===== src/sv/tcd_pkg.sv =====
// ---------------------------------------------------------------------------
// tcd_pkg
// Shared codes and types for the text charset detector.
// ---------------------------------------------------------------------------
package tcd_pkg;

   localparam int DataWidth    = 8;
   localparam int CharsetWidth = 3;

   localparam logic [CharsetWidth-1:0] CharsetUnknown = 3'd0;
   localparam logic [CharsetWidth-1:0] CharsetAnsi    = 3'd1;
   localparam logic [CharsetWidth-1:0] CharsetUtf8    = 3'd2;
   localparam logic [CharsetWidth-1:0] CharsetUtf16le = 3'd3;
   localparam logic [CharsetWidth-1:0] CharsetUtf16be = 3'd4;

   typedef struct packed {
      logic                    utf16be_valid;
      logic                    utf16le_valid;
      logic                    utf8_valid;
      logic                    gbk_valid;
      logic                    ascii_valid;
      logic [CharsetWidth-1:0] charset;
   } result_type;

endpackage


===== src/sv/tcd_validate.sv =====
// ---------------------------------------------------------------------------
// tcd_validate
// Five byte-wise validators with their state, and the class of the buffer
// as seen after the current byte.
// ---------------------------------------------------------------------------
module tcd_validate (
   input  logic                           clock,
   input  logic                           reset,
   input  logic                           accept,
   input  logic [tcd_pkg::DataWidth-1:0]  data_byte,
   input  logic                           last_byte,
   output tcd_pkg::result_type            result
);

   logic       ascii_ok_ff,  ascii_ok_in;
   logic       gbk_ok_ff,    gbk_ok_in;
   logic       gbk_trail_ff, gbk_trail_in;
   logic       utf8_ok_ff,   utf8_ok_in;
   logic [1:0] utf8_left_ff, utf8_left_in;
   logic       parity_ff,    parity_in;
   logic       le_ok_ff,     le_ok_in;
   logic       le_low_ff,    le_low_in;
   logic       be_ok_ff,     be_ok_in;
   logic       be_low_ff,    be_low_in;

   logic       av, gv, uv, lv, bv;
   logic       is_high, is_low;

   always_comb begin
      ascii_ok_in  = ascii_ok_ff & ~data_byte[7];

      gbk_ok_in    = gbk_ok_ff;
      gbk_trail_in = gbk_trail_ff;
      if (gbk_trail_ff) begin
         if (data_byte < 8'h40 || data_byte == 8'hFF) begin
            gbk_ok_in = 1'b0;
         end
         gbk_trail_in = 1'b0;
      end else if (data_byte[7]) begin
         if (data_byte != 8'h80 && data_byte != 8'hFF) begin
            gbk_trail_in = 1'b1;
         end else begin
            gbk_ok_in = 1'b0;
         end
      end

      utf8_ok_in   = utf8_ok_ff;
      utf8_left_in = utf8_left_ff;
      if (utf8_left_ff != 2'd0) begin
         if (data_byte[7:6] == 2'b10) begin
            utf8_left_in = utf8_left_ff - 2'd1;
         end else begin
            utf8_ok_in   = 1'b0;
            utf8_left_in = 2'd0;
         end
      end else if (!data_byte[7]) begin
         utf8_left_in = 2'd0;
      end else if (data_byte[7:5] == 3'b110) begin
         utf8_left_in = 2'd1;
      end else if (data_byte[7:4] == 4'b1110) begin
         utf8_left_in = 2'd2;
      end else if (data_byte[7:3] == 5'b11110) begin
         utf8_left_in = 2'd3;
      end else begin
         utf8_ok_in = 1'b0;
      end

      is_high   = (data_byte[7:2] == 6'b110110);
      is_low    = (data_byte[7:2] == 6'b110111);
      le_ok_in  = le_ok_ff;
      le_low_in = le_low_ff;
      be_ok_in  = be_ok_ff;
      be_low_in = be_low_ff;
      if (parity_ff) begin
         if (le_low_ff) begin
            if (is_low) le_low_in = 1'b0;
            else        le_ok_in  = 1'b0;
         end else if (is_high) begin
            le_low_in = 1'b1;
         end else if (is_low) begin
            le_ok_in = 1'b0;
         end
      end else begin
         if (be_low_ff) begin
            if (is_low) be_low_in = 1'b0;
            else        be_ok_in  = 1'b0;
         end else if (is_high) begin
            be_low_in = 1'b1;
         end else if (is_low) begin
            be_ok_in = 1'b0;
         end
      end
      parity_in = ~parity_ff;

      av = ascii_ok_in;
      gv = gbk_ok_in & ~gbk_trail_in;
      uv = utf8_ok_in & (utf8_left_in == 2'd0);
      lv = le_ok_in & ~le_low_in & ~parity_in;
      bv = be_ok_in & ~be_low_in & ~parity_in;

      result.ascii_valid   = av;
      result.gbk_valid     = gv;
      result.utf8_valid    = uv;
      result.utf16le_valid = lv;
      result.utf16be_valid = bv;
      if (av)      result.charset = tcd_pkg::CharsetAnsi;
      else if (gv) result.charset = uv ? tcd_pkg::CharsetUtf8 : tcd_pkg::CharsetAnsi;
      else if (uv) result.charset = tcd_pkg::CharsetUtf8;
      else if (lv) result.charset = tcd_pkg::CharsetUtf16le;
      else if (bv) result.charset = tcd_pkg::CharsetUtf16be;
      else         result.charset = tcd_pkg::CharsetUnknown;
   end

   always_ff @(posedge clock) begin
      if (reset || (accept && last_byte)) begin
         ascii_ok_ff  <= 1'b1;
         gbk_ok_ff    <= 1'b1;
         gbk_trail_ff <= 1'b0;
         utf8_ok_ff   <= 1'b1;
         utf8_left_ff <= 2'd0;
         parity_ff    <= 1'b0;
         le_ok_ff     <= 1'b1;
         le_low_ff    <= 1'b0;
         be_ok_ff     <= 1'b1;
         be_low_ff    <= 1'b0;
      end else if (accept) begin
         ascii_ok_ff  <= ascii_ok_in;
         gbk_ok_ff    <= gbk_ok_in;
         gbk_trail_ff <= gbk_trail_in;
         utf8_ok_ff   <= utf8_ok_in;
         utf8_left_ff <= utf8_left_in;
         parity_ff    <= parity_in;
         le_ok_ff     <= le_ok_in;
         le_low_ff    <= le_low_in;
         be_ok_ff     <= be_ok_in;
         be_low_ff    <= be_low_in;
      end
   end

endmodule


===== src/sv/text_charset_detector_top.sv =====
// ---------------------------------------------------------------------------
// text_charset_detector_top
// Streaming charset classifier for one text buffer at a time.
// ---------------------------------------------------------------------------
// Usage:
//   Feed the buffer one byte per transaction on the req_ channel, with
//   req_tlast high on the final byte. Non-final bytes only update the five
//   validators; the final byte yields one rsp_ transaction carrying the
//   charset class and the five validity flags, and clears the validators.
// Throughput and result path:
//   One byte is taken every cycle while req_tready is high. The final byte's
//   result is registered in the result register, or in the skid entry while
//   that is held; the validator logic is a few gates between state and result.
// Stall:
//   A result register plus one skid entry hold results while rsp_tready is
//   low. Bytes keep flowing until the skid entry is occupied; req_tready
//   then drops until the receiver drains it.
// Reset:
//   Synchronous, active high; clears the validators and both valid flags.
// ---------------------------------------------------------------------------
module text_charset_detector_top (
   input  logic       clock,
   input  logic       reset,
   input  logic       req_tvalid,
   output logic       req_tready,
   input  logic [7:0] req_tdata,   // [7:0] data_byte
   input  logic       req_tlast,   // last_byte
   output logic       rsp_tvalid,
   input  logic       rsp_tready,
   output logic [7:0] rsp_tdata    // [2:0] charset, [3] ascii_valid, [4] gbk_valid,
                                   // [5] utf8_valid, [6] utf16le_valid, [7] utf16be_valid
);

   tcd_pkg::result_type result;
   tcd_pkg::result_type main_ff;
   tcd_pkg::result_type skid_ff;
   logic                main_valid_ff;
   logic                skid_valid_ff;
   logic                accept;
   logic                push;
   logic                pop;

   assign req_tready = ~skid_valid_ff;
   assign accept     = req_tvalid & req_tready;
   assign push       = accept & req_tlast;
   assign pop        = main_valid_ff & rsp_tready;
   assign rsp_tvalid = main_valid_ff;
   assign rsp_tdata  = main_ff;

   tcd_validate u_validate (
      .clock     (clock),
      .reset     (reset),
      .accept    (accept),
      .data_byte (req_tdata),
      .last_byte (req_tlast),
      .result    (result)
   );

   always_ff @(posedge clock) begin
      if (reset) begin
         main_valid_ff <= 1'b0;
         skid_valid_ff <= 1'b0;
      end else if (skid_valid_ff) begin
         if (pop) begin
            main_valid_ff <= 1'b1;
            skid_valid_ff <= 1'b0;
         end
      end else if (push) begin
         if (!main_valid_ff || pop) begin
            main_valid_ff <= 1'b1;
         end else begin
            skid_valid_ff <= 1'b1;
         end
      end else if (pop) begin
         main_valid_ff <= 1'b0;
      end
   end

   always_ff @(posedge clock) begin
      if (skid_valid_ff) begin
         if (pop) main_ff <= skid_ff;
      end else if (push) begin
         if (!main_valid_ff || pop) main_ff <= result;
         else                       skid_ff <= result;
      end
   end

endmodule


===== config.mk =====
export PLATFORM = sky130hd
export DESIGN_NAME = text_charset_detector_top
export DESIGN_NICKNAME = d
export VERILOG_FILES = /design/src/sv/tcd_pkg.sv /design/src/sv/tcd_validate.sv /design/src/sv/text_charset_detector_top.sv
export SDC_FILE = /design/constraint.sdc
export NUM_CORES = 1
export LEC_CHECK = 0
export ABC_AREA = 1
export BUFFER_PORTS_ARGS = -buffer_cell sky130_fd_sc_hd__buf_2
export CORE_MARGIN = 2
export CORE_UTILIZATION = 40
export CTS_BUF_LIST = sky130_fd_sc_hd__clkbuf_16
export DETAILED_ROUTE_END_ITERATION = 10
export GPL_TIMING_DRIVEN = 0
export PLACE_DENSITY = 0.6
export RECOVER_POWER = 50
export SLEW_MARGIN = 15
export SYNTH_ARGS = -nofsm -noshare
export SYNTH_HDL_FRONTEND = slang
export SYNTH_SLANG_ARGS = --single-unit

===== constraint.sdc =====
create_clock -name clock -period 4.71 [get_ports clock]
set_input_delay 0.471 -clock clock [delete_from_list [all_inputs] [get_ports clock]]
set_output_delay 0.471 -clock clock [all_outputs]
set_load 0.1 [all_outputs]

Word level (Yosys, flattened, before mapping):

Cells that the tools add are included.
W data, S select, Z words.

* reduce and logical (&&, ||, !) cells: 14
* equality and inequality tests: 11
* bitwise operators: 17
* $lt $le $gt $ge: 1
* add/sub/neg operators: 1
* mux-type cells: 54

Operators with widths (count)
* $mux W1: 38
* $mux W8: 4
* $ne A8 B8 Y1 const B: 2
* $mux W3: 5
* $mux W2: 7
* $eq A6 B6 Y1 const B: 2
* $and A1 B1 Y1: 10
* $reduce_and A3 Y1: 3
* $eq A8 B8 Y1 const B: 1
* $lt A8 B7 Y1 const B: 1
* $reduce_bool A2 Y1: 4
* $not A1 Y1: 7
* $eq A5 B5 Y1 const B: 1
* $eq A4 B4 Y1 const B: 1
* $eq A3 B3 Y1 const B: 1
* $logic_or A1 B1 Y1: 3
* $ne A3 B2 Y1 const B: 1
* $eq A2 B2 Y1 const B: 1
* $logic_and A1 B1 Y1: 2
* $logic_not A2 Y1: 1
* $ne A2 B1 Y1 const B: 1
* $sub A2 B1 Y2 const B: 1
* $logic_not A1 Y1: 1

* input port bits: 13
* word-level logic and storage cells: 122
* register bits after elaboration: 29

Logic depth before layout (Yosys ltp):

Gate-level depths: netlist of the first run.

* depth in word-level cells: 15
* depth in mapped cells: 11

By module:

A second synthesis of the first run with hierarchy kept.

* cell total of the unflattened synthesis: 191
* area, all modules: 1565.3 um^2

By module, submodules not included
* tcd_validate: times used 1, area an instance 839.6 um^2, seq. area each 220.2 um^2, cells each 133
* text_charset_detector_top: times used 1, area an instance 725.7 um^2, seq. area each 520.5 um^2, cells each 58

Least setup slack after synthesis of the first run:

Ideal clock, no wire load.

* path type: register to register
* start point: reg main_valid_ff, in the netlist rsp_tvalid
* end point: reg main_ff (netlist bit rsp_tdata[0]) (enable)
* library setup time: 0.375 ns
* slack: 2.710 ns
* stages on the path, launching flop included: 3
* buffers on the path: 0
* arrival time: 1.625 ns
* clock period less this slack: 2.000 ns
* cells stage by stage: dfxtp_1 -> a21oi_1 -> a21oi_1

* longest elaborated chain between the ends: 4
* elaborated cells between the ends (all ways): 6
* classes of those cells: eq/ne: 1; bitwise: 1; reduce/logical: 4

Ends and longest elaborated chain
* start: declaration: RTL line text_charset_detector_top.sv:37 `logic main_valid_ff;`
* start signal: assignment: RTL line text_charset_detector_top.sv:61 `main_valid_ff <= 1'b0;`
* start signal: assignment: RTL line text_charset_detector_top.sv:65 `main_valid_ff <= 1'b1;`
* start signal: assignment: RTL line text_charset_detector_top.sv:70 `main_valid_ff <= 1'b1;`
* $and A1 B1 Y1 or $logic_not A1 Y1 (tied branches): RTL line text_charset_detector_top.sv:46, text_charset_detector_top.sv:83
* $logic_or A1 B1 Y1: RTL line text_charset_detector_top.sv:83 `if (!main_valid_ff || pop) main_ff <= result;`
* $reduce_bool A2 Y1 (no source line)
* $reduce_and A3 Y1 (no source line) *
* end signal: assignment: RTL line text_charset_detector_top.sv:81 `if (pop) main_ff <= skid_ff;`
* end signal: assignment: RTL line text_charset_detector_top.sv:83
* end: declaration: RTL line text_charset_detector_top.sv:35 `tcd_pkg::result_type main_ff;`

Mark *: on every way between the ends. The rest lies on a longest branch, timed or not.
A chain may end at the register's enable or synchronous reset.

Worst setup path in the final report of the first run:

* start point: reg skid_valid_ff
* end point: reg skid_ff[4] (netlist bit) (enable)

* longest elaborated chain between the ends: 4

Ends and longest elaborated chain
* start: declaration: RTL line text_charset_detector_top.sv:38 `logic skid_valid_ff;`
* start signal: assignment: RTL line text_charset_detector_top.sv:62 `skid_valid_ff <= 1'b0;`
* start signal: assignment: RTL line text_charset_detector_top.sv:66 `skid_valid_ff <= 1'b0;`
* start signal: assignment: RTL line text_charset_detector_top.sv:72 `skid_valid_ff <= 1'b1;`
* $not A1 Y1 (no source line) *
* $and A1 B1 Y1: RTL line text_charset_detector_top.sv:44 `assign accept = req_tvalid & req_tready;`
* $and A1 B1 Y1: RTL line text_charset_detector_top.sv:45 `assign push = accept & req_tlast;`
* $reduce_and A3 Y1 (no source line) *
* end signal: assignment: RTL line text_charset_detector_top.sv:84 `else skid_ff <= result;`
* end: declaration: RTL line text_charset_detector_top.sv:36 `tcd_pkg::result_type skid_ff;`

Marked as above.

==> flow_metrics.tcl, run 1 <==
set metrics [dict create \
    synthFlopType "edfxtp_1" \
    vias 1279 \
    setup_violations 0 \
    path_clk_slew_ns 0.05 \
    dp_hpwl_um 2240 \
    synth.top_cell.area_share_pct 33.3 \
    drt_iter0_drc 63 \
    clock_skew_ns 0.00290 \
    dp.cells 251 \
    cts_tree "built" \
    nFillCells 344 \
    post_cts_resized 0 \
    tightest_slew_ns 1.17 \
    coreArea_um2 3390 \
    startpoint_type "flop" \
    synth_most_common_cell "nand2_1" \
    synth_common_cells "nand2_1, nor2_1, inv_1" \
    start_util_pct 42.6 \
    htree_num_levels 2 \
    area_growth_pct 18.8 \
    place.gp.congestion 0.853 \
    crit_path_end_kind "flop" \
    cp_top_family "simple AND/OR/NAND/NOR gates" \
    avgSynthCellArea_um2 7.88 \
    dieArea_um2 4100 \
    hp-class "primary input to flop" \
    p_per_area_nw_per_um2 403 \
    std_cell_rows 21 \
    cts-root-buf "clkbuf_16" \
    path_cells "inv_1 -> nand2_1 -> inv_1 -> nand2_1 -> nor2_1" \
    grt_pass1_vias 1205 \
    die_w_um 64.1 \
    antenna_cells 0 \
    synth_largest_area_cell "edfxtp_1" \
    crit_buf_inv 2 \
    status "completed" \
    period_minus_slack_ns 2.19 \
    drc 0 \
    synthTopCellsByArea "edfxtp_1, dfxtp_1, nand2_1, nor2_1, inv_1" \
    rsz0062_at_grt "false" \
    placed_cell_area_um2 1610 \
    cts_buffers 5 \
    fmaxAchievable_mhz 457 \
    synth-edff-count 16 \
    yosys_warnings 0 \
    gr-total-overflow 0 \
    ys_seq_area_share_pct 51.3 \
    required_ns 4.61 \
    peakVddDrop_uv 147 \
    finalHoldViolations 0 \
    syn_area_um2 1440 \
    crit_arrival_ns 2.09 \
    synthCells 183 \
    cts_sinks 29 \
    postCtsHoldBufs 0 \
    antenna_left 0 \
    relSlewSlack_pct 22.4 \
    drive_above_1_share_pct 11.3 \
    path_max_fanout 10 \
    grt_max_degree 11 \
    synth_cell_types 19 \
    dr.pass1.iters 4 \
    grt_usage_pct 16.6 \
    antenna_found_initial 0 \
    leakage_nw 0.804 \
    nets 226 \
    final_area_um2 1710 \
    synth_seq_cells 29 \
    setup_tns_ns 0 \
    finalMaxSlewViolations 0 \
    crit_slowest_cell "nor2_1" \
    post_cts_buffers 0 \
    wire_per_inst_um 11.4 \
    critPathKind "flop to flop" \
    maxCapViolCount 0 \
    die_h_um 64.1 \
    syn_nets 197 \
    clockBufferDepth 2 \
    min_period_over_period_pct 46.5 \
    crit_path_max_incr_delay_ns 0.58 \
    grt_pass1_wl_um 5090 \
    ys_async_sr_fraction_pct 0 \
    multiInputGateArea_um2 578 \
    layout.cells.non_filler 259 \
    viasPerCell 4.94 \
    seqCellArea_um2 741 \
    wl_um 2950 \
    port_buffers 22 \
    clock_latency_ns 0.27 \
    ios 23 \
]
power by group:
part / switching [mW] / leakage [nW] / internal, mW
clock: 0.102 / 0.0748 / 0.191
sequential: 0.00536 / 0.253 / 0.282
combinational: 0.0863 / 0.476 / 0.0243
total: 0.194 / 0.804 / 0.497
per-stage QoR:
step	hold WS [ns]	utilization (%)	setup slack, ns	total power, mW
global route	0.384	50.6	2.27	0.730
CTS	0.377	51.6	2.80	0.706
global placement	0.434	47.5	2.78	0.403
detailed placement	0.442	47.5	2.74	0.407
finish	0.387	50.6	2.52	0.691
floorplan	0.419	-	2.71	0.381
path summary, 6_finish.rpt:
check                                   startpoint                               end  slack (ns)  cells after the start
setup / recovery          skid_valid_ff$_SDFF_PP0_              skid_ff[4]$_DFFE_PP_        2.52                      5
hold reg to reg   u_validate.be_ok_ff$_SDFFE_PP1P_  u_validate.be_ok_ff$_SDFFE_PP1P_        0.45                      2
hold / removal                               reset          skid_valid_ff$_SDFF_PP0_        0.39                      2
setup reg to reg          skid_valid_ff$_SDFF_PP0_              skid_ff[4]$_DFFE_PP_        2.52                      5
logic make-up after synthesis:
kind of cell	share of synthesized area [%]
compound gates	10.8
simple gates	29.9
fa+ha+maj	0.867
flops	51.3
buf+inv	7.02
final cells by class:
cell class / count / share of cell area [%]
clock buffer: 5 / 7.30
inverter: 26 / 5.69
tap: 46 / 3.36
sequential: 29 / 43.2
timing repair buffer: 22 / 5.69
multi-input combinational: 127 / 33.7
buffer: 1 / 0.219
clock inverter: 3 / 0.803
cells in the final DEF, fill, tap and decap left out:
cell	count
clkbuf_16	5
clkinv_2	2
o21ai_0	12
nand2_1	48
nand2_2	2
nand3_2	2
a21oi_1	13
o21ai_2	1
nor2_1	26
clkbuf_1	11
ha_1	1
nor4_1	2
inv_1	27
nand4_1	1
dfxtp_1	13
nand3_1	16
o211ai_1	2
o21a_1	1
buf_2	12
edfxtp_1	16
metal layers:
layer	vias to the layer above	global-route usage, %	routed length [um]
li1	653	-	-
met1	583	17.2	1260
met2	36	28.4	1440
met3	7	5.28	170
met4	0	10.9	81
met5	-	0	0
No activity file was read; power rests on OpenSTA's default activity.
==> inputs of run 2 (changes only) <==
==> constraint.sdc (replaced) <==
create_clock -name clock -period 2.2 [get_ports clock]
set_input_delay 0.22 -clock clock [delete_from_list [all_inputs] [get_ports clock]]
set_output_delay 0.22 -clock clock [all_outputs]
set_load 0.1 [all_outputs]
==> run 2 against run 1 <==
Compared with the run above: clock power increased by 110%; flip-flop and latch count stayed put; worst setup slack got worse by 2.2 ns; utilization unchanged; clock skew up 0.00054 ns; maximum frequency grew 17%; critical path depth stayed put; power rose by 110%; routed wire length increased by 0.41%; register-to-register slack worse by 2.2 ns; sequential share of layout area is the same; largest power group unchanged.
==> flow_metrics.tcl, run 2 (synthesis results as in run 1) <==
set metrics [dict create \
    hp-class "primary input to flop" \
    finalHoldViolations 0 \
    final_cell_mix "nand2_1, nor2_1, inv_1" \
    mostFrequentLayoutCell "nand2_1" \
    crit_path_end_kind "flop" \
    post_cts_buffers 0 \
    required_ns 2.10 \
    cts_sinks 29 \
    grt_max_degree 11 \
    postCtsHoldBufs 0 \
    min-delay-start "reset" \
    r2r-start "skid_valid_ff$_SDFF_PP0_" \
    viasPerCell 4.93 \
    setup_tns_ns 0 \
    critPathKind "flop to flop" \
    fmaxAchievable_mhz 536 \
    startpoint_type "flop" \
    nets 226 \
    cts-root-buf "clkbuf_16" \
    nFillCells 344 \
    coreArea_um2 3390 \
    finish.utilization_pct 50.6 \
    min_period_over_period_pct 84.8 \
    drive_above_1_share_pct 12.7 \
    status "completed" \
    hold_depth 2 \
    port_buffers 22 \
    peakVddDrop_uv 314 \
    wl_um 2960 \
    leakage_nw 0.804 \
    period_minus_slack_ns 1.86 \
    ios 23 \
    cts_tree "built" \
    tightest_slew_ns 1.17 \
    timing.hold.ws_ns 0.138 \
    path_clk_slew_ns 0.05 \
    grt_pass1_wl_um 5090 \
    gr-total-overflow 0 \
    antenna_cells 0 \
    start_util_pct 42.6 \
    die_h_um 64.1 \
    clock_skew_ns 0.00344 \
    finalMaxSlewViolations 0 \
    post_cts_resized 0 \
    dp_hpwl_um 2240 \
    antenna_left 0 \
    grt_pass1_vias 1205 \
    clock_latency_ns 0.27 \
    place.gp.congestion 0.853 \
    drc 0 \
    area_growth_pct 18.8 \
    maxCapViolCount 0 \
    cts_buffers 5 \
    p_per_area_nw_per_um2 864 \
    drt_iter0_drc 69 \
    wire_per_inst_um 11.4 \
    antenna_found_initial 0 \
    crit_arrival_ns 1.77 \
    r2r-end "rsp_tdata[7]$_DFFE_PP_" \
    ff2ff_setup_slack_ns 0.34 \
    clockBufferDepth 2 \
    setup_violations 0 \
    rsz0062_at_grt "false" \
    relSlewSlack_pct 22.0 \
    grt_usage_pct 16.6 \
    reg2reg_depth 5 \
    total_power_mw 1.48 \
    min_to "skid_valid_ff$_SDFF_PP0_" \
    path_max_fanout 10 \
    dieArea_um2 4100 \
    die_w_um 64.1 \
    dr.pass1.iters 4 \
    htree_num_levels 2 \
    vias 1278 \
    std_cell_rows 21 \
]
## run 2: changes by cell type in the layout (fill, tap and decap cells not counted)
cell / before / now
nand2_2: 2 / 4
nand3_1: 16 / 17
nand2_1: 48 / 46
inv_1: 27 / 25
inv_2: 0 / 2
nand3_2: 2 / 1
## run 2: cell type report
cell class | count | area, um^2 | share of cell area [%]
tap | 46 | 57.6 | 3.36
clock inverter | 3 | 13.8 | 0.803
sequential | 29 | 741 | 43.2
inverter | 26 | 97.6 | 5.69
clock buffer | 5 | 125 | 7.30
timing repair buffer | 22 | 97.6 | 5.69
buffer | 1 | 3.75 | 0.219
multi-input combinational | 127 | 578 | 33.7
## run 2: critical path: stages, from the launching register on
cell and delay, ns:
dfxtp_1 0.32, inv_2 0.14, nand2_2 0.17, inv_2 0.18
nand3_1 0.09, a21oi_1 0.58
## run 2: routing by layer
layer,vias up,track usage (%),routed length (um)
met1,579,17.2,1270
met2,36,28.4,1440
li1,656,-,-
met5,-,0,0
met3,7,5.28,171
met4,0,10.9,81
## run 2: worst max path at each step
stage	startpoint	end	slack, ns	cells after the start
5_1_grt	skid_valid_ff$_SDFF_PP0_	rsp_tdata[2]$_DFFE_PP_	0.15	5
3_5_place_dp	skid_valid_ff$_SDFF_PP0_	rsp_tdata[7]$_DFFE_PP_	0.31	5
4_1_cts	skid_valid_ff$_SDFF_PP0_	rsp_tdata[7]$_DFFE_PP_	0.29	5
6_report	skid_valid_ff$_SDFF_PP0_	rsp_tdata[7]$_DFFE_PP_	0.34	5
2_1_floorplan	rsp_tvalid$_SDFFE_PP0P_	rsp_tdata[0]$_DFFE_PP_	0.20	2
3_3_place_gp	skid_valid_ff$_SDFF_PP0_	rsp_tdata[7]$_DFFE_PP_	0.35	5
## run 2: per-stage QoR
step / worst slack (ns) / cell area [um^2] / instances
floorplan: 0.200 / 1440 / 183
global route: 0.147 / 1710 / 259
global placement: 0.346 / 1610 / 251
finish: 0.335 / 1710 / 259
CTS: 0.287 / 1750 / 259
detailed placement: 0.310 / 1610 / 251
## run 2: report_power, final
| part | internal, mW | switching (mW) |
|---|---|---|
| Clock | 0.408 | 0.220 |
| Combinational | 0.0526 | 0.185 |
| Sequential | 0.604 | 0.0113 |
==> inputs of run 3 (changes only) <==
--- a/config.mk
+++ b/config.mk
@@ -5,7 +5,7 @@
 export SDC_FILE = /design/constraint.sdc
 export NUM_CORES = 1
 export LEC_CHECK = 0
-export ABC_AREA = 1
+export ABC_AREA = 0
 export BUFFER_PORTS_ARGS = -buffer_cell sky130_fd_sc_hd__buf_2
 export CORE_MARGIN = 2
 export CORE_UTILIZATION = 40
==> constraint.sdc (replaced) <==
create_clock -name clock -period 1.84 [get_ports clock]
set_input_delay 0.184 -clock clock [delete_from_list [all_inputs] [get_ports clock]]
set_output_delay 0.184 -clock clock [all_outputs]
set_load 0.1 [all_outputs]
==> run 3 against run 2 <==
Compared with the run above: cell count decreased by 12%; design area increased by 2.8%; largest power group unchanged; routed wire length decreased by 5.0%; clock power increased by 20%; register-to-register slack got worse by 0.22 ns.
==> flow_metrics.tcl, run 3 <==
set metrics [dict create \
    synth_largest_area_cell "edfxtp_1" \
    dp_hpwl_um 2100 \
    avgSynthCellArea_um2 9.54 \
    setup_tns_ns 0 \
    drive_above_1_share_pct 26.0 \
    cts_sinks 29 \
    clockBufferDepth 2 \
    dr.pass1.iters 4 \
    min_to "rsp_tvalid$_SDFFE_PP0P_" \
    period_minus_slack_ns 1.73 \
    min-delay-start "reset" \
    reg2reg_depth 6 \
    grt_usage_pct 14.8 \
    timing.hold.ws_ns 0.102 \
    wl_um 2810 \
    clock_skew_ns 0.00444 \
    crit_path_end_kind "flop" \
    p_per_area_nw_per_um2 997 \
    final_cell_mix "nand2_1, edfxtp_1, buf_2" \
    antenna_found_initial 0 \
    finalHoldViolations 0 \
    yosys_warnings 0 \
    grt_pass1_vias 1061 \
    ios 23 \
    peakVddDrop_uv 622 \
    maxCapViolCount 0 \
    synth_seq_cells 29 \
    relSlewSlack_pct 50.3 \
    synth_cell_types 41 \
    path_clk_slew_ns 0.05 \
    cts-root-buf "clkbuf_16" \
    crit_path_max_incr_delay_ns 0.36 \
    crit_slowest_cell "dfxtp_1" \
    nets 194 \
    finalWorstSetupSlack_ns 0.114 \
    grt_pass1_wl_um 4650 \
    r2r-start "u_validate.utf8_left_ff[0]$_SDFFE_PP0P_" \
    viasPerCell 5.06 \
    path_cells "inv_1 -> ha_2 -> and4_1 -> o21ai_2 -> nand3b_4 -> a32o_1" \
    setup_violations 0 \
    crit_arrival_ns 1.75 \
    syn_nets 165 \
    antenna_cells 0 \
    antenna_left 0 \
    grt_max_degree 11 \
    cts_buffers 5 \
    clock_latency_ns 0.27 \
    drt_iter0_drc 41 \
    mostFrequentLayoutCell "nand2_1" \
    multiInputGateArea_um2 631 \
    tightest_slew_ns 0.745 \
    drc 0 \
    required_ns 1.86 \
    r2r-end "rsp_tdata[2]$_DFFE_PP_" \
    nFillCells 324 \
    port_buffers 21 \
    area_growth_pct 22.4 \
    die_w_um 64 \
    seqCellArea_um2 742 \
    synth_common_cells "nand2_1, edfxtp_1, dfxtp_1" \
    fmaxAchievable_mhz 579 \
    finalMaxSlewViolations 0 \
    synthFlopType "edfxtp_1" \
    synth-edff-count 16 \
    ys_async_sr_fraction_pct 0 \
    hold_depth 2 \
    die_h_um 64 \
    ys_seq_area_share_pct 51.4 \
    startpoint_type "flop" \
    place_ws_ns -0.0896 \
    critPathKind "flop to flop" \
    postCtsHoldBufs 0 \
    finish.utilization_pct 52.0 \
    synthCells 151 \
    dieArea_um2 4100 \
    ff2ff_setup_slack_ns 0.11 \
    hp-class "primary input to flop" \
    cts_tree "built" \
    synth.top_cell.area_share_pct 33.4 \
    vias 1148 \
    min_period_over_period_pct 93.8 \
    synth_most_common_cell "nand2_1" \
    start_util_pct 42.5 \
    place.gp.congestion 0.838 \
    leakage_nw 0.698 \
    syn_area_um2 1440 \
    gr-total-overflow 0 \
    synthTopCellsByArea "edfxtp_1, dfxtp_1, nand2_1, a21oi_1, o21ai_0" \
    coreArea_um2 3390 \
    rsz0062_at_grt "false" \
    path_max_fanout 8 \
    std_cell_rows 21 \
    wire_per_inst_um 12.4 \
    status "completed" \
    htree_num_levels 2 \
]
## run 3: worst max path at each step
stage	cells past startpoint	end	start	slack [ns]
4_1_cts	6	rsp_tdata[2]$_DFFE_PP_	u_validate.utf8_left_ff[0]$_SDFFE_PP0P_	0.04
6_report	6	rsp_tdata[2]$_DFFE_PP_	u_validate.utf8_left_ff[0]$_SDFFE_PP0P_	0.11
2_1_floorplan	6	rsp_tdata[2]$_DFFE_PP_	u_validate.utf8_left_ff[0]$_SDFFE_PP0P_	0.13
3_5_place_dp	6	rsp_tdata[2]$_DFFE_PP_	u_validate.utf8_left_ff[0]$_SDFFE_PP0P_	-0.09
3_3_place_gp	6	rsp_tdata[2]$_DFFE_PP_	u_validate.utf8_left_ff[0]$_SDFFE_PP0P_	-0.03
5_1_grt	8	rsp_tdata[1]$_DFFE_PP_	u_validate.utf8_left_ff[0]$_SDFFE_PP0P_	0.007
## run 3: critical path: cells and delay by family, from the launching register on
family | cells | cell delay (ns)
buffers and inverters | 1 | 0.07
AND/OR/NAND/NOR | 2 | 0.35
adder cells (fa/ha/maj) | 1 | 0.24
flip-flops | 1 | 0.36
AO/OA/AOI/OAI | 2 | 0.45
## run 3: kinds of logic (layout without fill, tap and decap cells)
kind of cell | Yosys count | after routing | share of synthesized area [%]
flops | 29 | 29 | 51.4
buf+inv | 17 | 47 | 5.47
mux | 1 | 1 | 0.782
simple gates | 63 | 63 | 22.4
fa+ha+maj | 1 | 1 | 0.869
compound gates | 37 | 37 | 17.2
xor+xnor | 3 | 3 | 1.82
## run 3: final cells by class
cell class,count,area share [%]
Timing Repair Buffer,23,6.81
Multi-Input combinational cell,105,35.8
Clock buffer,5,7.10
Clock inverter,3,0.710
Tap cell,46,3.26
Inverter,10,2.20
Sequential cell,29,42.1
Buffer,6,2.06
## run 3: report_power, final
group | switching [mW] | internal, mW
Clock | 0.267 | 0.487
Combinational | 0.196 | 0.0843
Sequential | 0.00867 | 0.714
Total | 0.471 | 1.29
## run 3: repair_timing
item,in CTS,in global routing
setup endpoints to repair,4,7
setup buffers,2,0
pin swaps,1,0
gates cloned,0,0
gates resized for setup,3,1
## run 3: metrics by stage
stage | instances | instance area [um^2] | power, mW
final | 227 | 1760 | 1.76
after global routing | 227 | 1760 | 1.83
after CTS | 227 | 1780 | 1.77
after detailed placement | 218 | 1610 | 1.00
after global placement | 218 | 1610 | 0.995
after floorplan | 151 | 1450 | 0.941
## run 3: metal layers
| layer | vias to the layer above | part of all wire (%) | GRT usage, % |
|---|---|---|---|
| met3 | 4 | 3.7 | 4.40 |
| met1 | 524 | 47 | 17.6 |
| met4 | 0 | 1.2 | 5.98 |
| met2 | 21 | 48 | 25.0 |
| li1 | 599 | - | - |
| met5 | - | 0 | 0 |
